`config.mk`:
```
export PLATFORM = sky130hd
export DESIGN_NAME = aht_ram
export DESIGN_NICKNAME = d
export VERILOG_FILES = /design/src/rtl/aht_ram.sv
export SDC_FILE = /design/constraint.sdc
export NUM_CORES = 1
export LEC_CHECK = 0
export ABC_AREA = 0
export ABC_CLOCK_PERIOD_IN_PS = 2300
export BUFFER_PORTS_ARGS = -buffer_cell sky130_fd_sc_hd__buf_2
export CAP_MARGIN = 20
export CORE_ASPECT_RATIO = 0.8
export CORE_UTILIZATION = 60
export CTS_CLUSTER_DIAMETER = 30
export DETAILED_ROUTE_END_ITERATION = 6
export MAX_ROUTING_LAYER = met4
export PLACE_DENSITY = 0.78
export SETUP_SLACK_MARGIN = 0.05
export SLEW_MARGIN = 20
export SYNTH_ARGS = -nofsm -noshare
export SYNTH_HDL_FRONTEND = slang
export SYNTH_SLANG_ARGS = --single-unit
```
`constraint.sdc`:
```
create_clock -name clk -period 2.3 [get_ports clk]
set_input_delay 0.575 -clock clk [delete_from_list [all_inputs] [get_ports clk]]
set_output_delay 0.575 -clock clk [all_outputs]
set_load 0.02 [all_outputs]
```
`src/rtl/aht_ram.sv`:
```
`timescale 1ns / 1ps
`default_nettype none

module aht_ram #(
  parameter int WIDTH = 8,
  parameter int DEPTH = 16,
  localparam int AW = (DEPTH > 1) ? $clog2(DEPTH) : 1
) (
  input  wire logic             clk,
  input  wire logic             we,
  input  wire logic [AW-1:0]    waddr,
  input  wire logic [WIDTH-1:0] wdata,
  input  wire logic [AW-1:0]    raddr,
  output logic      [WIDTH-1:0] rdata
);

  logic [WIDTH-1:0] mem [DEPTH];

  always_ff @(posedge clk) begin
    if (we) begin
      mem[waddr] <= wdata;
    end
    rdata <= mem[raddr];
  end

endmodule

`default_nettype wire

```
==> results of run 1 <==
[routing by layer]
metal / track usage (%) / part of all wire, % / vias to the layer above
met4: 9.97 / 1.2 / 0
met1: 36.7 / 46 / 1298
met3: 7.91 / 5.6 / 12
met5: - / 0 / -
li1: - / - / 1094
met2: 37.1 / 48 / 87
[final timing paths]
| path | startpoint | end |
|---|---|---|
| worst max-delay path | rdata[3]$_DFF_P_ | rdata[3] |
| worst min-delay path | wdata[2] | mem[2][2]$_DFFE_PP_ |
| worst max register to register | mem[9][3]$_DFFE_PP_ | rdata[3]$_DFF_P_ |
| worst min register to register | mem[15][2]$_DFFE_PP_ | rdata[2]$_DFF_P_ |
[registers in the layout (all words and copies together), names as in the netlist]
name	flops
mem	128
rdata	8
[cells by family after synthesis]
family	after synthesis
AOI/OAI and AO/OA	16
buffers and inverters	10
DFF	136
muxes	32
and+or+nand+nor	35
[cells in the final DEF (no fill, tap or decap)]
cell        netlist  final
and2b_1           1      1
clkinvlp_4        0      1
mux4_2           18     18
edfxtp_1        128    128
dfxtp_1           8      8
and2_1            1      1
buf_12            0      3
bufinv_16         0      3
nand3_1           1      1
nand2b_1          2      2
mux4_1           14     14
clkinv_2          0      6
clkbuf_1          0      1
buf_2             3     25
nor2b_1           1      1
clkinv_4          0      3
a22oi_1          16     16
nor3_1            4      4
or3b_2            1      1
nand3b_1          2      2
clkbuf_8          0      2
clkbuf_16         0     16
nand2_1           9      9
nor2_1           13     13
buf_4             1     22
[final cells by class]
| class | count | area share, % |
|---|---|---|
| timing repair buffer | 50 | 5.71 |
| sequential | 136 | 65.3 |
| clock buffer | 19 | 7.04 |
| multi-input combinational | 83 | 17.2 |
| clock inverter | 13 | 2.51 |
| tap | 108 | 2.20 |
[report_power, final]
part           internal, mW  switching [mW]  leakage (nW)
sequential             2.77          0.0171          1.22
combinational         0.118           0.162         0.617
clock                  1.67           0.988         0.291
[per-stage QoR]
step / utilization, % / hold WS (ns) / total power [mW]
floorplan: - / 0.629 / 3.00
global placement: 68.2 / 0.654 / 3.11
detailed placement: 68.2 / 0.673 / 3.12
CTS: 75.4 / 0.408 / 5.78
global route: 75.4 / 0.412 / 5.90
finish: 75.4 / 0.434 / 5.73
==> results.md, run 1 <==
- Vias in the first global route: 2686
- Critical path endpoint category: primary output
- Fill cells: 465
- WP data required: 1.73 ns
- H-tree levels: 4
- Asr flop ratio synth: 0%
- Gr ovfl total: 0
- Dpl ws: 0.279 ns
- Fin crit share: 72.0%
- Largest family of logic cells by synthesized area: multiplexers
- CTS tree: done
- Top cells by count, synth: 128 x edfxtp_1, 18 x mux4_2, 16 x a22oi_1
- Maxcap violations: 0
- Post-CTS Resized: 0
- Placed inst area: 5550 um^2
- Post-synthesis mux area share: 15.0%
- Synthesized-area fraction occupied by and/or/nand/nor cells: 3.18%
- Flops & latches, synth: 136
- Max VDD drop: 0.685 mV
- Die H: 84.8 um
- Setup-failing EPs final: 0
- Cells on worst reg2reg path: 3
- ANT cells: 0
- Power density cells: 934 nW/um^2
- Worst-Skew Late Latency: 0.52 ns
- Cells after Synth: 229
- Peak per-stage delay on the critical path: 0.37 ns
- Worst-path clk slew: 0.06 ns
- Post-route minimum period: 1.65 ns
- ANT nets after route: 0
- First-pass GRT wire length: 15500 um
- Largest net degree at the start of global routing: 33
- All-Layer GR Usage: 26.2%
- Worst Path Arrival: 1.08 ns
- Final #Nets: 306
- Crit-path max FO: 1
- Synth area leaders: edfxtp_1 75%, mux4_2 7.9%, mux4_1 7.1%
- Worst Hold Class: input pin to flop
- Main synth FF type: edfxtp_1
- I/O Pins: 26
- Post-synthesis compound-gate area fraction: 2.33%
- Die Footprint: 8960 um^2
- HPWL Detailed: 6060 um
- Cell with the most instances after synthesis: edfxtp_1
- Leakage: 2.13 nW
- Die Wd: 106 um
- Root Buffer: clkbuf_8
- WL per Instance: 23.7 um
- Rel. slew slack: 69.2%
- Post-CTS Setup Bufs: 0
- CORE AREA: 8130 um^2
- Final setup margin: 0.645 ns
- Slew Viols, Final: 0
- Synth cell types: 19
- RSZ-0062 raised after global routing: no
- R2R setup slack: 0.88 ns
- Maximum operating frequency: 0.604 GHz
- Slowest library cell on the worst path: dfxtp_1
- Area grow syn2layout: 19.1%
- Vias/cell: 6.09
- Avg Synthesized Cell Area: 22.5 um^2
- Leading area contributor after synthesis: edfxtp_1
- Synth Area in XOR/XNOR: 0%
- Antenna violations before repair: 0
- IO Port Bufs: 25
- Hold depth: 1
- CP startpoint kind: flop
- DRT iter0 DRCs: 202
- WP buf/inv: 1
- FF/Latch Area: 4000 um^2
- Stages on worst setup path: 1
- Placed insts: 377
- DRC: 0
- Status: finished clean
- CTS buffer count: 17
- Synth top area share: 74.7%
- Register area share after synthesis: 77.8%
- Total number of vias: 2491
- Number of flops mapped to enable cells by yosys: 128
- Synth Area in Adders: 0%
- Layout cells sized above 1: 33.2%
- Starting Density: 63.3%
- Top Family by Delay on Critical Path: flip-flops
- Syn_nets: 247
- Aggregate routed wire length: 9680 um
- CP Cell Sequence: buf_2
- Final hold viol count: 0
- # hold bufs at CTS: 0
- Non-filler cells, final: 409
- RePlAce Congestion: 0.763
- Skew final: 0.00697 ns
- Worst-Margin Slew: 0.461 ns
- Ys Warns: 0
- Clk buf depth: 2
- Clk sinks: 136
- Setup CP Type: flop to primary output
- Area taken by multi-input logic gates: 1060 um^2
- Post-Synthesis Cell Area: 5150 um^2
- DR pass1 iterations: 4
- Layout Cell Area excl Fill: 6130 um^2
- Row count: 29
- Total negative slack: 0 ns
Power figures use the tool's default switching activity.
==> inputs of run 2 (changes only) <==
- ABC_CLOCK_PERIOD_IN_PS: 2300 -> 1600
- clock period: 2.3 -> 1.6 ns (I/O delays scaled with it)
==> results.md, run 2 (synthesis gave the netlist of run 1 again) <==
- Critical path endpoint category: primary output (unchanged)
- Vias/cell: 6.16 (was 6.09)
- CORE AREA: 8130 um^2 (unchanged)
- Met1 GRT Util: 35.5% (was 36.7%)
- Max reg flops: 128 (unchanged)
- Final hold viol count: 0 (unchanged)
- Leakage: 2.08 nW (was 2.13 nW)
- Power Total: 7.81 mW (was 5.73 mW)
- # hold bufs at CTS: 0 (unchanged)
- Crit-path max FO: 1 (unchanged)
- Final #Nets: 305 (was 306)
- Slowest library cell on the worst path: dfxtp_1 (unchanged)
- Placed inst area: 5550 um^2 (about the same)
- DR pass1 iterations: 7 (was 4)
- HPWL Detailed: 6230 um (was 6060 um)
- Power density cells: 1290 nW/um^2 (was 934 nW/um^2)
- Post-CTS Resized: 0 (unchanged)
- Clk sinks: 136 (unchanged)
- Layout cells sized above 1: 33.7% (was 33.2%)
- Internal: 6.06 mW (was 4.56 mW)
- Total negative slack: 0 ns (unchanged)
- I/O Pins: 26 (unchanged)
- CTS tree: done (unchanged)
- Biggest regs: mem x128, rdata x8 (unchanged)
- Worst Path Arrival: 1.10 ns (was 1.08 ns)
- Placed insts: 376 (was 377)
- Most Crowded Layer GR: met2 (unchanged)
- WP buf/inv: 1 (unchanged)
- Fin Hold WS: 0.263 ns (was 0.434 ns)
- DRC: 0 (unchanged)
- WP data required: 1.20 ns (was 1.73 ns)
- WL per Instance: 24.8 um (was 23.7 um)
- Antenna violations before repair: 2 (was 0)
- Area grow syn2layout: 18.1% (was 19.1%)
- Worst-Skew Late Latency: 0.52 ns (about the same)
- RePlAce Congestion: 0.776 (was 0.763)
- Layout Cell Area excl Fill: 6080 um^2 (was 6130 um^2)
- Switch Pwr: 1.75 mW (was 1.17 mW)
- First-pass GRT wire length: 15400 um (was 15500 um)
- Non-filler cells, final: 410 (was 409)
- Clock power frac: 43.4% (was 46.4%)
- Starting Density: 63.3% (unchanged)
- Gr ovfl total: 0 (unchanged)
- Maximum operating frequency: 0.668 GHz
- Dpl ws: -0.216 ns (was 0.279 ns)
- Global Route met2 Usage: 39.5% (was 37.1%)
- Logic pwr share: 5.2% (was 4.9%)
- RSZ-0062 raised after global routing: no (unchanged)
- Setup CP Type: flop to primary output (unchanged)
- Die Footprint: 8960 um^2 (unchanged)
- Die H: 84.8 um (unchanged)
- Status: finished clean (unchanged)
- Worst-Margin Slew: 0.754 ns (was 0.461 ns)
- Maxcap violations: 0 (unchanged)
- ANT nets after route: 0 (unchanged)
- Total number of vias: 2527 (was 2491)
- IO Port Bufs: 25 (unchanged)
- Clk buf depth: 2 (unchanged)
- Sw Ratio: 22.4% (was 20.4%)
- Final setup margin: 0.103 ns (was 0.645 ns)
- CP startpoint kind: flop (unchanged)
- Vias in the first global route: 2578 (was 2686)
- Row count: 29 (unchanged)
- Slew Viols, Final: 0 (unchanged)
- Largest Register: mem (unchanged)
- Worst-path clk slew: 0.06 ns (about the same)
- CTS buffer count: 17 (unchanged)
- Post-CTS Setup Bufs: 0 (unchanged)
- Top Family by Delay on Critical Path: flip-flops (unchanged)
- H-tree levels: 4 (unchanged)
- Largest net degree at the start of global routing: 23 (was 33)
- Die Wd: 106 um (unchanged)
- Seq pwr share: 51.4% (was 48.7%)
- Peak per-stage delay on the critical path: 0.39 ns (was 0.37 ns)
- Max VDD drop: 0.902 mV (was 0.685 mV)
- Root Buffer: clkbuf_8 (unchanged)
- CP Cell Sequence: buf_2 (unchanged)
- Most frequent cells in the layout: 128 x edfxtp_1, 25 x buf_2, 21 x buf_4, 18 x mux4_2 (was 128 x edfxtp_1, 25 x buf_2, 22 x buf_4, 18 x mux4_2)
- All-Layer GR Usage: 26.5% (was 26.2%)
- Worst Hold Class: input pin to flop (unchanged)
- Setup-failing EPs final: 0 (unchanged)
- Skew final: 0.00711 ns (was 0.00697 ns)
- DRT iter0 DRCs: 221 (was 202)
- Final core utilization: 74.8% (was 75.4%)
- Rel. slew slack: 49.6% (was 69.2%)
- Aggregate routed wire length: 10200 um (was 9680 um)
- Fin crit share: 93.6%
- Post-route minimum period: 1.50 ns
- Most common cell after layout, fill and taps aside: edfxtp_1 (unchanged)
- Met3 GRT Util: 7.30% (was 7.91%)
-- run 2: changes by cell type in the layout (fill, tap and decap cells not counted) --
cell,previous run,this run
clkbuf_8,2,1
diode_2,0,2
clkinvlp_4,1,4
clkinv_2,6,3
clkinv_4,3,2
buf_4,22,21
nor3_1,4,1
clkinv_1,0,1
nor3_2,0,3
inv_6,0,4
bufinv_16,3,0
-- run 2: worst paths after layout --
check,start,to,slack [ns],cells after the start
worst min-delay path,wdata[2],mem[1][2]$_DFFE_PP_,0.26,1
worst max register to register,mem[10][4]$_DFFE_PP_,rdata[4]$_DFF_P_,0.20,3
worst max-delay path,rdata[5]$_DFF_P_,rdata[5],0.10,1
worst min register to register,mem[12][0]$_DFFE_PP_,rdata[0]$_DFF_P_,0.69,3
-- run 2: cell type report --
type,count,area [um^2]
tap,108,135
antenna,2,5.00
clock buffer,18,418
timing repair buffer,49,343
multi-input combinational,83,1070
sequential,136,4000
fill,469,2050
clock inverter,14,101
-- run 2: routing by layer --
layer / routed length [um] / up-vias
li1: - / 1095
met1: 4250 / 1288
met2: 4920 / 130
met3: 812 / 14
met4: 182 / 0
met5: 0 / -
-- run 2: power by group through the flow --
stage	combinational, mW	sequential (mW)	clock, mW
after global routing	0.439	4.02	3.55
after CTS	0.412	4.01	3.42
after detailed placement	0.404	4.09	0
final	0.408	4.01	3.39
after floorplan	0.203	4.10	0
after global placement	0.394	4.08	0
==> inputs of run 3 (changes only) <==
- SETUP_SLACK_MARGIN: 0.05 -> 0.5
==> results.md, run 3 (synthesis gave the netlist of run 1 again) <==
- Vias in the first global route: 2676 (was 2578)
- Leakage: 2.14 nW (was 2.08 nW)
- CP Cell Sequence: buf_6 (was buf_2)
- Critical Path End: rdata[6] (was rdata[5])
- Biggest regs: mem x128, rdata x8 (unchanged)
- Final hold viol count: 0 (unchanged)
- First-pass GRT wire length: 16200 um (was 15400 um)
- All-Layer GR Usage: 27.3% (was 26.5%)
- Layout cells sized above 1: 51.5% (was 33.7%)
- Status: finished clean (unchanged)
- Total number of vias: 2522 (was 2527)
- Peak per-stage delay on the critical path: 0.35 ns (was 0.39 ns)
- Antenna violations before repair: 0 (was 2)
- WP buf/inv: 1 (unchanged)
- Final setup margin: 0.235 ns (was 0.103 ns)
- Reg2Reg Capture Point: rdata[0]$_DFF_P_ (was rdata[4]$_DFF_P_)
- Most common cell after layout, fill and taps aside: edfxtp_1 (unchanged)
- Placed insts: 374 (was 376)
- CP startpoint kind: flop (unchanged)
- Slew Viols, Final: 0 (unchanged)
- Top Family by Delay on Critical Path: flip-flops (unchanged)
- Worst Path Arrival: 0.97 ns (was 1.10 ns)
- Max VDD drop: 0.862 mV (was 0.902 mV)
- Worst-path clk slew: 0.06 ns (about the same)
- Max reg flops: 128 (unchanged)
- Clk buf depth: 2 (unchanged)
- DRC: 0 (unchanged)
- Area taken by multi-input logic gates: 1210 um^2 (was 1070 um^2)
- Fin crit share: 85.3% (was 93.6%)
- HPWL Detailed: 6060 um (was 6230 um)
- Skew final: 0.00976 ns (was 0.00711 ns)
- WL per Instance: 25.7 um (was 24.8 um)
- ANT cells: 0 (was 2)
- Largest Register: mem (unchanged)
- Final core utilization: 80.0% (was 74.8%)
- Worst Hold Class: input pin to flop (unchanged)
- Root Buffer: clkbuf_8 (unchanged)
- WP data required: 1.20 ns (about the same)
- FF-to-FF Start: mem[3][0]$_DFFE_PP_ (was mem[10][4]$_DFFE_PP_)
- Worst Setup SP: rdata[6]$_DFF_P_ (was rdata[5]$_DFF_P_)
- Fill cells: 405 (was 469)
- Worst-Margin Slew: 0.961 ns (was 0.754 ns)
- Maxcap violations: 0 (unchanged)
- Setup CP Type: flop to primary output (unchanged)
- RePlAce Congestion: 0.717 (was 0.776)
- Die Wd: 106 um (unchanged)
- Setup-failing EPs final: 0 (unchanged)
- CORE AREA: 8130 um^2 (unchanged)
- Clk sinks: 136 (unchanged)
- DRT iter0 DRCs: 199 (was 221)
- Crit-path max FO: 1 (unchanged)
- RSZ-0062 raised after global routing: yes (was no)
- ANT nets after route: 0 (unchanged)
- Aggregate routed wire length: 10600 um (was 10200 um)
- IO Port Bufs: 25 (unchanged)
- Most frequent cells in the layout: 128 x edfxtp_1, 32 x mux4_2, 17 x buf_2, 16 x clkbuf_16, 15 x buf_12 (was 128 x edfxtp_1, 25 x buf_2, 21 x buf_4, 18 x mux4_2)
- Non-filler cells, final: 411 (was 410)
- FF/Latch Area: 4010 um^2 (was 4000 um^2)
- R2R setup slack: 0.29 ns (was 0.20 ns)
- Power density cells: 1260 nW/um^2 (was 1290 nW/um^2)
- Maximum operating frequency: 0.732 GHz (was 0.668 GHz)
- Area grow syn2layout: 26.4% (was 18.1%)
- Post-route minimum period: 1.37 ns (was 1.50 ns)
- Power Total: 8.22 mW (was 7.81 mW)
- Slowest library cell on the worst path: dfxtp_2 (was dfxtp_1)
- Die Footprint: 8960 um^2 (unchanged)
- Final #Nets: 308 (was 305)
- Row count: 29 (unchanged)
- Vias/cell: 6.14 (was 6.16)
- Cells on worst reg2reg path: 3 (unchanged)
- I/O Pins: 26 (unchanged)
- Starting Density: 63.3% (unchanged)
- Largest net degree at the start of global routing: 20 (was 23)
- CTS buffer count: 17 (unchanged)
- Dpl ws: -0.151 ns (was -0.216 ns)
- Stages on worst setup path: 1 (unchanged)
- H-tree levels: 4 (unchanged)
- Worst-Skew Late Latency: 0.51 ns (was 0.52 ns)
- Critical path endpoint category: primary output (unchanged)
- DR pass1 iterations: 4 (was 7)
- Gr ovfl total: 0 (unchanged)
- Die H: 84.8 um (unchanged)
- CTS tree: done (unchanged)
- Rel. slew slack: 35.8% (was 49.6%)
## run 3: cell count changes in the layout (fill, tap and decap cells not counted), moves of 12 or more
cell,change
nor2_1,-12
mux4_2,+14
buf_4,-12
buf_12,+12
a22oi_1,-13
mux4_1,-14
a22oi_2,+13
## run 3: how the worst min path moves through the flow
stage	startpoint	to	slack, ns	cells past startpoint
after floorplan	wdata[0]	mem[0][0]$_DFFE_PP_	0.50	0
after global placement	mem[10][5]$_DFFE_PP_	rdata[5]$_DFF_P_	0.66	3
after detailed placement	mem[4][7]$_DFFE_PP_	rdata[7]$_DFF_P_	0.67	3
after CTS	wdata[5]	mem[7][5]$_DFFE_PP_	0.27	1
after global routing	wdata[4]	mem[15][4]$_DFFE_PP_	0.27	1
final	wdata[4]	mem[15][4]$_DFFE_PP_	0.29	1
## run 3: stage by stage
stage	area (um^2)	TNS, ns	hold slack (ns)
3_5_place_dp	5740	-3.84	0.669
6_report	6500	0	0.286
2_1_floorplan	5270	0	0.499
3_3_place_gp	5740	-2.67	0.663
5_1_grt	6500	0	0.273
4_1_cts	6460	0	0.270
## run 3: final cells by class
cell class	count	share of cell area, %
flip-flops and latches	136	61.7
repair buffers	52	8.87
well taps	108	2.08
multi-input cells	83	18.6
clock inverters	14	2.33
clock buffers	18	6.42
## run 3: repair_timing
item,4_1_cts,5_1_grt
buffers inserted,3,2
pin swaps,8,5
endpoints found under the setup margin,59,51
hold buffers,0,0
gates resized for setup,37,4
## run 3: per-layer routing
layer / part of all wire, % / GRT usage [%]
met1: 40 / 37.1
met2: 53 / 43.0
met3: 6.2 / 5.38
met4: 0.66 / 8.08
met5: 0 / -
## run 3: power by group
group | internal (mW) | switching, mW
sequential | 3.99 | 0.0329
combinational | 0.246 | 0.281
clock | 2.22 | 1.45
