**src/rtl/aht_pkg.sv**
```systemverilog
`timescale 1ns / 1ps
`default_nettype none

package aht_pkg;

  // Result status codes
  localparam logic [1:0] STATUS_OK        = 2'd0;
  localparam logic [1:0] STATUS_NOT_FOUND = 2'd1;
  localparam logic [1:0] STATUS_FULL      = 2'd2;

  // Slot state codes
  localparam logic [1:0] SLOT_EMPTY = 2'd0;
  localparam logic [1:0] SLOT_LIVE  = 2'd1;
  localparam logic [1:0] SLOT_TOMB  = 2'd2;

  // Operation codes
  localparam logic OP_INSERT = 1'b0;
  localparam logic OP_REMOVE = 1'b1;

  localparam int HOME_SHIFT = 12;
  localparam int REQ_W      = 32;
  localparam int BYTES_W    = 33;
  localparam int SLOT_OUT_W = 10;
  localparam int PSHIFT_W   = 5;
  localparam int STEP_BITS  = 16;

  localparam logic [PSHIFT_W-1:0] PAGE_SHIFT_RESET = 5'd12;

endpackage

`default_nettype wire

```
**src/rtl/aht_home.sv**
```systemverilog
`timescale 1ns / 1ps
`default_nettype none

module aht_home
  import aht_pkg::*;
#(
  parameter int SLOTS = 1024,
  parameter int KEY_W = 36,
  localparam int SLOT_W = $clog2(SLOTS)
) (
  input  wire logic              clk,
  input  wire logic              rst,
  input  wire logic              start,
  input  wire logic [KEY_W-1:0]  key,
  output logic                   done,
  output logic      [SLOT_W-1:0] home
);

  if ((SLOTS & (SLOTS - 1)) == 0) begin : g_mask
    // Power-of-two slot count: the remainder is the low bits
    logic [KEY_W+SLOT_W-1:0] key_ext;

    assign key_ext = (KEY_W + SLOT_W)'(key);

    always_ff @(posedge clk) begin
      if (rst) begin
        done <= 1'b0;
      end else begin
        done <= start;
      end
      if (start) begin
        home <= key_ext[SLOT_W-1:0];
      end
    end
  end else begin : g_recip
    // Reduce STEP_BITS key bits per step, MSB first: v = rem * 2^STEP_BITS + chunk.
    // A registered reciprocal-multiply quotient estimate is low by at most one,
    // so one compare and subtract then finishes the remainder.
    localparam int QP    = ((KEY_W + STEP_BITS - 1) / STEP_BITS) * STEP_BITS;
    localparam int STEPS = QP / STEP_BITS;
    localparam int CW    = $clog2(STEPS + 1);
    localparam int VW    = SLOT_W + STEP_BITS;
    localparam int MW    = STEP_BITS + 1;
    localparam int PW    = VW + MW;
    localparam logic [MW-1:0] RECIP    = MW'((64'd1 << VW) / 64'(SLOTS));
    localparam logic [VW-1:0] MODV     = VW'(SLOTS);
    localparam logic [CW-1:0] LAST_CNT = CW'(STEPS - 1);

    logic [QP-1:0]        sh;
    logic [SLOT_W-1:0]    rem;
    logic [SLOT_W-1:0]    rem_next;
    logic [VW-1:0]        v;
    logic [PW-1:0]        prod;
    logic [STEP_BITS-1:0] quo;
    logic [VW-1:0]        part;
    logic [VW-1:0]        diff;
    logic [CW-1:0]        cnt;
    logic                 phase;
    logic                 run;

    assign v        = {rem, sh[QP-1 -: STEP_BITS]};
    assign prod     = PW'(v) * PW'(RECIP);
    assign part     = VW'(quo) * MODV;
    assign diff     = v - part;
    assign rem_next = (diff >= MODV) ? SLOT_W'(diff - MODV) : SLOT_W'(diff);

    always_ff @(posedge clk) begin
      if (rst) begin
        run  <= 1'b0;
        done <= 1'b0;
      end else begin
        done <= 1'b0;
        if (start) begin
          run <= 1'b1;
        end else if (run && phase && cnt == LAST_CNT) begin
          run  <= 1'b0;
          done <= 1'b1;
        end
      end
      if (start) begin
        sh    <= QP'(key);
        rem   <= '0;
        cnt   <= '0;
        phase <= 1'b0;
      end else if (run) begin
        phase <= !phase;
        if (!phase) begin
          quo <= prod[VW +: STEP_BITS];
        end else begin
          sh  <= sh << STEP_BITS;
          rem <= rem_next;
          cnt <= cnt + CW'(1);
        end
      end
    end

    assign home = rem;
  end

endmodule

`default_nettype wire

```
**config.mk**
```make
export PLATFORM = sky130hd
export DESIGN_NAME = aht_home
export DESIGN_NICKNAME = d
export VERILOG_FILES = /design/src/rtl/aht_pkg.sv /design/src/rtl/aht_home.sv
export SDC_FILE = /design/constraint.sdc
export NUM_CORES = 1
export LEC_CHECK = 0
export BUFFER_PORTS_ARGS = -buffer_cell sky130_fd_sc_hd__buf_4
export CAP_MARGIN = 25
export CORE_AREA = 2 2 39 41
export CTS_BUF_LIST = sky130_fd_sc_hd__clkbuf_8
export DETAILED_ROUTE_END_ITERATION = 10
export DIE_AREA = 0 0 41 43
export PLACE_DENSITY = 0.69
export SLEW_MARGIN = 30
export SYNTH_ARGS = -nofsm -noshare
export SYNTH_HDL_FRONTEND = slang
export SYNTH_SLANG_ARGS = --single-unit
export TNS_END_PERCENT = 20
```
**constraint.sdc**
```tcl
create_clock -name clk -period 0.8 [get_ports clk]
set_input_delay 0.16 -clock clk [delete_from_list [all_inputs] [get_ports clk]]
set_output_delay 0.16 -clock clk [all_outputs]
set_load 0.02 [all_outputs]
```
==> summary.md, run 1 <==
| Metric | Value |
|---|---|
| PD cells | `2310 nW/um^2` |
| F_max | `between 1000 and 1500 MHz` |
| Final setup viols | `11` |
| CP max-delay cell | `edfxtp_1` |
| Peak VDD IR | `~1000 uV` |
| Placement Setup Slack | `121 ps` |
| Post-CTS Setup Bufs | `0` |
| H-Tree Depth | `1` |
| Avg Cell Area, Syn | `~28 um^2` |
| Starting Density | `roughly a quarter` |
| Top cells by area, synth | `edfxtp_1 (90%), dfxtp_1 (6.0%), nor2b_4 (4.1%)` |
| Pleak | `0.265 nW` |
| Synth Flop Type | `edfxtp_1` |
| Cell taking the most area after synthesis | `edfxtp_1` |
| Overall Global Routing Usage | `between 7 and 8%` |
| Total number of yosys warnings | `0` |
| Largest net degree at the start of global routing | `12` |
| Nature of the critical path endpoint | `primary output` |
| DRC | `0` |
| Worst-Margin Slew | `between 100 and 150 ps` |
| Failing checks | `negative setup slack` |
| Hold WC Path Type | `input port to flip-flop` |
| Via count | `between 200 and 250` |
| Min Tclk post-route | `roughly 920 ps` |
| Synthesis-to-finish area growth | `83.9%` |
| Final setup TNS | `-1070 ps` |
| CP top delay family | `flip-flops` |
| Critical path required time | `640 ps` |
| Cells along the critical path | `buf_6` |
| Startpoint Class | `flip-flop` |
| Hold WS | `approximately 85 ps` |
| Cts bufs inserted | `3` |
| GR peak layer | `met4` |
| DRT iter0 DRCs | `3` |
| Via-to-Cell Ratio | `3.96` |
| M2 GR Usage | `8.44%` |
| Antenna-violating nets left | `0` |
| Share of cells above drive strength 1 | `71.8%` |
| Synthesized netlist cell count | `12` |
| Hold Fails Final Rpt | `0` |
| Global route total overflow | `0` |
| Initial antenna violation count | `0` |
| Core ar. | `1380 um^2` |
| Fraction of registers with async set/reset | `0%` |
| # port buffers | `23` |
| Rel. slew slack | `between 90% and 100%` |
| Post-synth EDFFs | `10` |
| Syn Nets | `just over 50` |
| Synth top cells by count | `edfxtp_1 (10), dfxtp_1 (1), nor2b_4 (1)` |
| Mapped cell area | `334 um^2` |
| Yosys top cell area share | `about nine tenths` |
| Clock Tree Root | `clkbuf_8` |
| Router iterations before antenna repair | `2` |
| Nets | `between 70 and 80` |
| Met3 usage | `5.24%` |
| Critical path type | `flip-flop to primary output` |
| DIE HEIGHT | `between 40 and 50 um` |
| Setup WS post-layout | `-124 ps` |
| CTS tree | `done` |
| Worst EP arrival | `roughly 760 ps` |
| Fin crit share | `115%` |
| Wire per inst | `10.2 um` |
| Clock slew at reported path FFs | `approximately 50 ps` |
| RSZ-0062 raised after global routing | `true` |
| Num rows | `14` |
| Max-Cap Viols | `0` |
| Routability-driven placement congestion ratio | `approximately 0.53` |
| CP Max Fanout | `1` |
| Die ar. | `roughly 1800 um^2` |
| Vias in the first global route | `around 190` |
| Cell with the most instances after synthesis | `edfxtp_1` |
| CP max stage delay | `390 ps` |
| Slew Viols, Final | `0` |
| # IOs | `50` |
| Register area share after synthesis | `95.9%` |
| Status | `finished, violations left` |
| Met1 global-route usage | `7.59%` |
| Crit path buffers/inverters | `1` |
| #FFs+latches synth | `11` |
| Clock sink count | `11` |
| Fillers | `roughly 140` |
| Synth unique cells | `3` |
| Number of antenna diodes | `0` |
| Die Wd | `roughly 40 um` |
| Global-route wire length before repair | `roughly 770 um` |
| Buffers from clock root to sink, at most | `2` |
| Routed WL | `562 um` |
==> layer usage <==
layer	vias to the layer above	wire length, um
li1	99	-
met1	98	215
met2	21	223
met3	0	123
met4	0	0
met5	-	0
==> sequential cells by signal (all words and copies together), names as in the netlist <==
register and cells:
done 1, home 10
==> where the power goes <==
part,switching [W],total (W),internal (W)
sequential,0.0000176,0.000696,0.000679
combinational,0.0000861,0.000203,0.000117
clock,0.000185,0.000520,0.000335
total,0.000289,0.00142,0.00113
==> layout make-up <==
| type | count | area (um^2) | area share [%] |
|---|---|---|---|
| flip-flops and latches | 11 | 322 | 52.3 |
| well taps | 16 | 20.0 | 3.26 |
| clock inverters | 1 | 3.75 | 0.611 |
| multi-input cells | 1 | 13.8 | 2.24 |
| clock buffers | 3 | 41.3 | 6.72 |
| repair buffers | 23 | 214 | 34.8 |
==> cells by family (layout without fill, tap and decap cells) <==
kind of cell  after synthesis  in the layout  share of synthesized area, %
flops                      11             11                          95.9
simple gates                1              1                          4.12
buf+inv                     0             27                             0
==> through the flow <==
stage          util [%]  instances  cell area (um^2)  power, W
2_1_floorplan         -         12               334  0.000762
3_3_place_gp       38.1         51               527  0.000876
3_5_place_dp       38.1         51               527  0.000878
4_1_cts            43.6         55               603   0.00145
5_1_grt            44.4         55               614   0.00149
6_report           44.4         55               614   0.00142
==> final timing paths <==
kind / end / slack (ps) / depth (start not counted) / startpoint
worst min-delay path: done / 80 / 2 / rst
worst max-delay path: home[0] / -120 / 1 / home[0]
==> what timing repair did <==
action | in CTS | in global routing
hold buffers | 0 | 0
endpoints found under the setup margin | 11 | 11
pin swaps | 0 | 0
gates resized for setup | 9 | 3
==> cell usage in the layout (no fill, tap or decap), drive strengths merged <==
cell    instances
edfxtp         10
buf            23
dfxtp           1
inv             1
clkbuf          3
nor2b           1
Note: power is estimated with default switching activity, not from simulation.
==> inputs of run 2 (changes only) <==
--- a/config.mk
+++ b/config.mk
@@ -5,6 +5,7 @@
 export SDC_FILE = /design/constraint.sdc
 export NUM_CORES = 1
 export LEC_CHECK = 0
+export ABC_AREA = 1
 export BUFFER_PORTS_ARGS = -buffer_cell sky130_fd_sc_hd__buf_4
 export CAP_MARGIN = 25
 export CORE_AREA = 2 2 39 41
==> run 2 against run 1 <==
Effect of this change: the run still ends with negative setup slack left; first-iteration DRC count down 100%; count of clock-buffer cells in the layout unchanged; critical path depth unchanged; sequential power about the same; flip-flop and latch count unchanged; hold slack worse by 8.9 ps; critical endpoint is now home[8]; highest routed layer is now met4.
==> summary.md, run 2 <==
| Metric | Value |
|---|---|
| Via-to-Cell Ratio | `3.82 (-3.6%)` |
| Wire per inst | `11.6 um (+13%)` |
| Failing checks | `negative setup slack` |
| CP startpoint | `home[8]` |
| Clock slew at reported path FFs | `50 ps (about the same)` |
| Adder-cell area share of the yosys netlist | `0% (unchanged)` |
| Status | `finished, violations left` |
| Fin crit share | `115% (-0.92 points)` |
| Fraction of registers with async set/reset | `0% (unchanged)` |
| #FFs+latches synth | `11 (unchanged)` |
| CP Max Fanout | `1 (unchanged)` |
| Setup WS post-layout | `-117 ps (+7.35 ps)` |
| Final setup TNS | `-1060 ps (+10.1 ps)` |
| RSZ-0062 raised after global routing | `true` |
| Startpoint Class | `flip-flop` |
| Core ar. | `1380 um^2 (unchanged)` |
| Overall Global Routing Usage | `8.59% (+1.0 points)` |
| Synth top cells by count | `edfxtp_1 (10), dfxtp_1 (1), inv_1 (1), nor2_2 (1)` |
| Top Registers | `home (10), done (1)` |
| Worst Setup EP | `home[8]` |
| Routed WL | `648 um (+15%)` |
| Hold buffers post-CTS | `0 (unchanged)` |
| DRC | `0 (unchanged)` |
| Top cells by area, synth | `edfxtp_1 (91%), dfxtp_1 (6.1%), nor2_2 (1.9%)` |
| Peak VDD IR | `807 uV (-19%)` |
| Synthesis-to-finish area growth | `84.8%` |
| Global route total overflow | `0 (unchanged)` |
| Fin util | `44.1% (-0.27 points)` |
| Final setup viols | `11 (unchanged)` |
| CTS tree | `done` |
| Antenna-violating nets left | `0 (unchanged)` |
| Cell taking the most area after synthesis | `edfxtp_1` |
| Num rows | `14 (unchanged)` |
| CP top delay family | `flip-flops` |
| Largest net degree at the start of global routing | `12 (unchanged)` |
| Largest register FFs | `10 (unchanged)` |
| Top reg by flops | `home` |
| CP max stage delay | `380 ps (about the same)` |
| Worst-Margin Slew | `136 ps (-1.66 ps)` |
| Starting Density | `23.9% (-0.27 points)` |
| Via count | `214 (-1.8%)` |
| Total number of yosys warnings | `0 (unchanged)` |
| Hold WC Path Type | `input port to flip-flop` |
| Nature of the critical path endpoint | `primary output` |
| Compound-cell area share of the yosys netlist | `0% (unchanged)` |
| Register area share after synthesis | `97.0% (+1.1 points)` |
| Cell with the most instances after synthesis | `edfxtp_1` |
| Buffers from clock root to sink, at most | `2 (unchanged)` |
| Synth Area in XOR/XNOR | `0% (unchanged)` |
| Clock sink count | `11 (unchanged)` |
| Pleak | `0.265 nW (about the same)` |
| Cells along the critical path | `buf_6` |
| Post_cts resized | `11 (+2)` |
| Placement Setup Slack | `116 ps (-4.47 ps)` |
| Rel. slew slack | `91.0% (+0.11 points)` |
| PD cells | `2320 nW/um^2 (+0.39%)` |
| CP max-delay cell | `edfxtp_1` |
| Post-synthesis mux area share | `0% (unchanged)` |
| Global-route wire length before repair | `890 um (+16%)` |
| # port buffers | `23 (unchanged)` |
| # IOs | `50 (unchanged)` |
| Post-synth EDFFs | `10 (unchanged)` |
| Die ar. | `1760 um^2 (unchanged)` |
| Share of cells above drive strength 1 | `70.0% (-1.8 points)` |
| Synthesized netlist cell count | `13 (+1)` |
| Worst EP arrival | `760 ps (about the same)` |
| DIE HEIGHT | `43 um (unchanged)` |
| Vias in the first global route | `212 (+13%)` |
| Number of antenna diodes | `0 (unchanged)` |
| DRT iter0 DRCs | `0 (-3)` |
| Routability-driven placement congestion ratio | `0.706 (+32%)` |
| Yosys top cell area share | `90.9% (+1.0 points)` |
| Crit path depth | `1 (unchanged)` |
| H-Tree Depth | `1 (unchanged)` |
| Slew Viols, Final | `0 (unchanged)` |
| Hold WS | `76.1 ps (-8.90 ps)` |
| F_max | `1090 MHz (+0.80%)` |
| Post-CTS Setup Bufs | `0 (unchanged)` |
| Largest family of logic cells by synthesized area | `simple AND/OR/NAND/NOR gates` |
| Commonest non-fill, non-tap cells in the layout | `buf_4 (12), buf_6 (11), edfxtp_1 (10)` |
| Min Tclk post-route | `917 ps (-7.35 ps)` |
| Mapped cell area | `330 um^2 (-1.1%)` |
| Synth unique cells | `4 (+1)` |
| Clock Tree Root | `clkbuf_8` |
| Die Wd | `41 um (unchanged)` |
| Syn Nets | `52 (+2.0%)` |
| Critical path type | `flip-flop to primary output` |
| Max-Cap Viols | `0 (unchanged)` |
| Avg Cell Area, Syn | `25.4 um^2 (-8.7%)` |
| Synth Flop Type | `edfxtp_1` |
| Most common cell after layout, fill and taps aside | `buf_4` |
| Total chip power | `0.00142 W (-0.22%)` |
| Crit path buffers/inverters | `1 (unchanged)` |
| Router iterations before antenna repair | `1 (-1)` |
| Cts bufs inserted | `3 (unchanged)` |
| Hold Fails Final Rpt | `0 (unchanged)` |
| Simple-Gate Fraction of Synth Area | `1.89% (-2.2 points)` |
| Critical path required time | `640 ps (about the same)` |
| Initial antenna violation count | `0 (unchanged)` |
| Nets | `80 (+1.3%)` |
[run 2: routing by layer]
layer	vias to the layer above	routed length (um)	global-route usage, %
met5	-	0	0
met4	0	12	10.0
met3	2	113	4.19
met2	24	241	9.69
met1	85	280	10.2
li1	103	-	-
[run 2: worst min path at each step]
| stage | startpoint | end | slack [ps] | cells past startpoint |
|---|---|---|---|---|
| 2_1_floorplan | rst | done | 230 | 1 |
| 5_1_grt | rst | done | 70 | 2 |
| 4_1_cts | rst | done | 70 | 2 |
| 3_3_place_gp | rst | done | 320 | 2 |
| 6_report | rst | done | 80 | 2 |
| 3_5_place_dp | rst | done | 320 | 2 |
[run 2: final cells by class]
class | instances | area, um^2
Clock inverter | 1 | 3.75
Fill cell | 134 | 773
Multi-Input combinational cell | 1 | 6.26
Tap cell | 16 | 20.0
Timing Repair Buffer | 23 | 214
Sequential cell | 11 | 322
Clock buffer | 3 | 41.3
Inverter | 1 | 3.75
[run 2: cell families (layout without fill, tap and decap cells)]
| group | count (synthesis) | in the layout |
|---|---|---|
| AND/OR/NAND/NOR | 1 | 1 |
| flip-flops | 11 | 11 |
| buffers and inverters | 1 | 28 |
[run 2: stage by stage]
step	instances	cell area, um^2
floorplan	13	330
global placement	52	523
detailed placement	52	523
CTS	56	607
global route	56	611
finish	56	611
[run 2: where the power goes]
part | internal, W | switching, W | leakage (nW)
Sequential | 0.000679 | 0.0000182 | 0.106
Combinational | 0.000114 | 0.0000881 | 0.132
Clock | 0.000335 | 0.000182 | 0.0269
Total | 0.00113 | 0.000288 | 0.265
==> inputs of run 3 (changes only) <==
--- a/config.mk
+++ b/config.mk
@@ -8,11 +8,12 @@
 export ABC_AREA = 1
 export BUFFER_PORTS_ARGS = -buffer_cell sky130_fd_sc_hd__buf_4
 export CAP_MARGIN = 25
-export CORE_AREA = 2 2 39 41
+export CELL_PAD_IN_SITES_DETAIL_PLACEMENT = 0
+export CELL_PAD_IN_SITES_GLOBAL_PLACEMENT = 1
+export CORE_UTILIZATION = 19
 export CTS_BUF_LIST = sky130_fd_sc_hd__clkbuf_8
 export DETAILED_ROUTE_END_ITERATION = 10
-export DIE_AREA = 0 0 41 43
-export PLACE_DENSITY = 0.69
+export PLACE_DENSITY = 0.76
 export SLEW_MARGIN = 30
 export SYNTH_ARGS = -nofsm -noshare
 export SYNTH_HDL_FRONTEND = slang
==> run 3 against run 2 <==
Effect of this change: the run ends with design-rule violations, negative setup slack left; global-route usage down 0.55 points; count of clock-buffer cells in the layout stayed put; sequential share of layout area unchanged; final area unchanged; combinational power hardly changed; sequential power is essentially flat.
==> summary.md, run 3 (synthesis results as in run 2) <==
| Metric | Value |
|---|---|
| Status | `finished, violations left` |
| Failing checks | `design-rule violations, negative setup slack` |
| Crit path depth | `1 (unchanged)` |
| CTS tree | `done` |
| Clock Power Share | `36.7% (+0.2 points)` |
| Post_cts resized | `12 (+1)` |
| Reg power frac | `49.1% (about the same)` |
| Share of cells above drive strength 1 | `70.0% (unchanged)` |
| WHS Path Cells | `2 (unchanged)` |
| Fillers | `145 (+8.2%)` |
| Wire per inst | `12.1 um (+4.8%)` |
| Final setup viols | `11 (unchanged)` |
| Routability-driven placement congestion ratio | `0.726 (+2.9%)` |
| PD cells | `2340 nW/um^2 (+0.76%)` |
| Top Registers | `home (10), done (1)` |
| Antenna-violating nets left | `0 (unchanged)` |
| Global route total overflow | `0 (unchanged)` |
| CP Max Fanout | `1 (unchanged)` |
| Die Wd | `43.7 um (+6.6%)` |
| Nature of the critical path endpoint | `primary output` |
| Hold Fails Final Rpt | `0 (unchanged)` |
| Peak VDD IR | `881 uV (+9.1%)` |
| Initial antenna violation count | `0 (unchanged)` |
| H-Tree Depth | `1 (unchanged)` |
| Critical path type | `flip-flop to primary output` |
| RSZ-0062 raised after global routing | `true` |
| Worst-Margin Slew | `138 ps (+2.45 ps)` |
| Cts bufs inserted | `3 (unchanged)` |
| Cells along the critical path | `buf_6` |
| Number of antenna diodes | `0 (unchanged)` |
| Largest net degree at the start of global routing | `12 (unchanged)` |
| Starting Density | `21.2% (-2.7 points)` |
| DIE HEIGHT | `43.7 um (+1.6%)` |
| Fin crit share | `119% (+4.4 points)` |
| Critical path required time | `640 ps (about the same)` |
| Global-route wire length before repair | `1.01 mm (+13%)` |
| Internal Power | `0.00113 W (about the same)` |
| Via count | `206 (-3.7%)` |
| Net switching power | `0.000298 W (+3.5%)` |
| CP max-delay cell | `edfxtp_1` |
| Largest register FFs | `10 (unchanged)` |
| Setup WS post-layout | `-152 ps (-35.6 ps)` |
| Post-CTS Setup Bufs | `0 (unchanged)` |
| Slew Viols, Final | `0 (unchanged)` |
| Logic pwr share | `14.2% (about the same)` |
| Hold buffers post-CTS | `0 (unchanged)` |
| Worst EP arrival | `790 ps (+30 ps)` |
| DRC | `2 (+2)` |
| Startpoint Class | `flip-flop` |
| Clock sink count | `11 (unchanged)` |
| Clock slew at reported path FFs | `50 ps (about the same)` |
| Top reg by flops | `home` |
| Router iterations before antenna repair | `6 (+5)` |
| Overall Global Routing Usage | `8.03% (-0.55 points)` |
| Switching Share | `20.9% (+0.55 points)` |
| Min Tclk post-route | `952 ps (+35.6 ps)` |
| Core ar. | `1560 um^2 (+13%)` |
| CP max stage delay | `410 ps (+30 ps)` |
| CP top delay family | `flip-flops` |
| Num rows | `14 (unchanged)` |
| Die ar. | `1910 um^2 (+8.3%)` |
| Fin util | `39.2% (-5.0 points)` |
| Crit path buffers/inverters | `1 (unchanged)` |
| Clock Tree Root | `clkbuf_8` |
| Area of the multi-input gates | `6.26 um^2 (unchanged)` |
| Commonest non-fill, non-tap cells in the layout | `buf_4 (12), buf_6 (11), edfxtp_1 (10)` |
| Max-Cap Viols | `0 (unchanged)` |
| Final setup TNS | `-1210 ps (-150 ps)` |
| Vias in the first global route | `233 (+9.9%)` |
| Buffers from clock root to sink, at most | `2 (unchanged)` |
| Pleak | `0.265 nW (unchanged)` |
| Sequential Area | `322 um^2 (unchanged)` |
| Routed WL | `679 um (+4.8%)` |
| Synthesis-to-finish area growth | `84.8% (unchanged)` |
| Via-to-Cell Ratio | `3.68 (-3.7%)` |
| Rel. slew slack | `90.8% (-0.16 points)` |
| Hold WC Path Type | `input port to flip-flop` |
| # port buffers | `23 (unchanged)` |
| Nets | `80 (unchanged)` |
| Total chip power | `0.00143 W (+0.76%)` |
| Most common cell after layout, fill and taps aside | `buf_4` |
| # IOs | `50 (unchanged)` |
| DRT iter0 DRCs | `8 (+8)` |
| F_max | `1050 MHz (-3.7%)` |
## run 3: cell counts in the layout (fill, tap and decap cells not counted)
Identical to the previous run, type by type.
## run 3: path summary, 6_finish.rpt
kind | endpoint | start
max | home[7] | home[7]
min | done | rst
## run 3: through the flow
step           instances  hold slack [ps]  instance area [um^2]  worst slack (ps)
2_1_floorplan         13              227                   330               191
3_3_place_gp          52              327                   523               106
3_5_place_dp          52              326                   523              98.0
4_1_cts               56             70.2                   611              -152
5_1_grt               56             69.7                   611              -173
6_report              56             76.0                   611              -152
## run 3: per-layer routing
layer  share of wire (%)  GRT usage, %  up-vias  routed length [um]
li1                    -             -      101                   -
met1                  45          9.87       81                 303
met2                  35          8.96       24                 239
met3                  20          4.17        0                 136
met4                   0          9.38        0                   0
met5                   0             0        -                   0
## run 3: final cells by class
| class | count | area share, % |
|---|---|---|
| timing repair buffer | 23 | 35.0 |
| tap | 16 | 3.28 |
| multi-input combinational | 1 | 1.02 |
| clock buffer | 3 | 6.76 |
| inverter | 1 | 0.615 |
| sequential | 11 | 52.7 |
| clock inverter | 1 | 0.615 |
## run 3: power by group through the flow
stage	clock network [W]	registers [W]	logic [W]
after detailed placement	0	0.000703	0.000179
after global placement	0	0.000703	0.000178
after global routing	0.000568	0.000704	0.000209
after CTS	0.000538	0.000702	0.000204
after floorplan	0	0.000757	0.00000283
final	0.000523	0.000700	0.000203
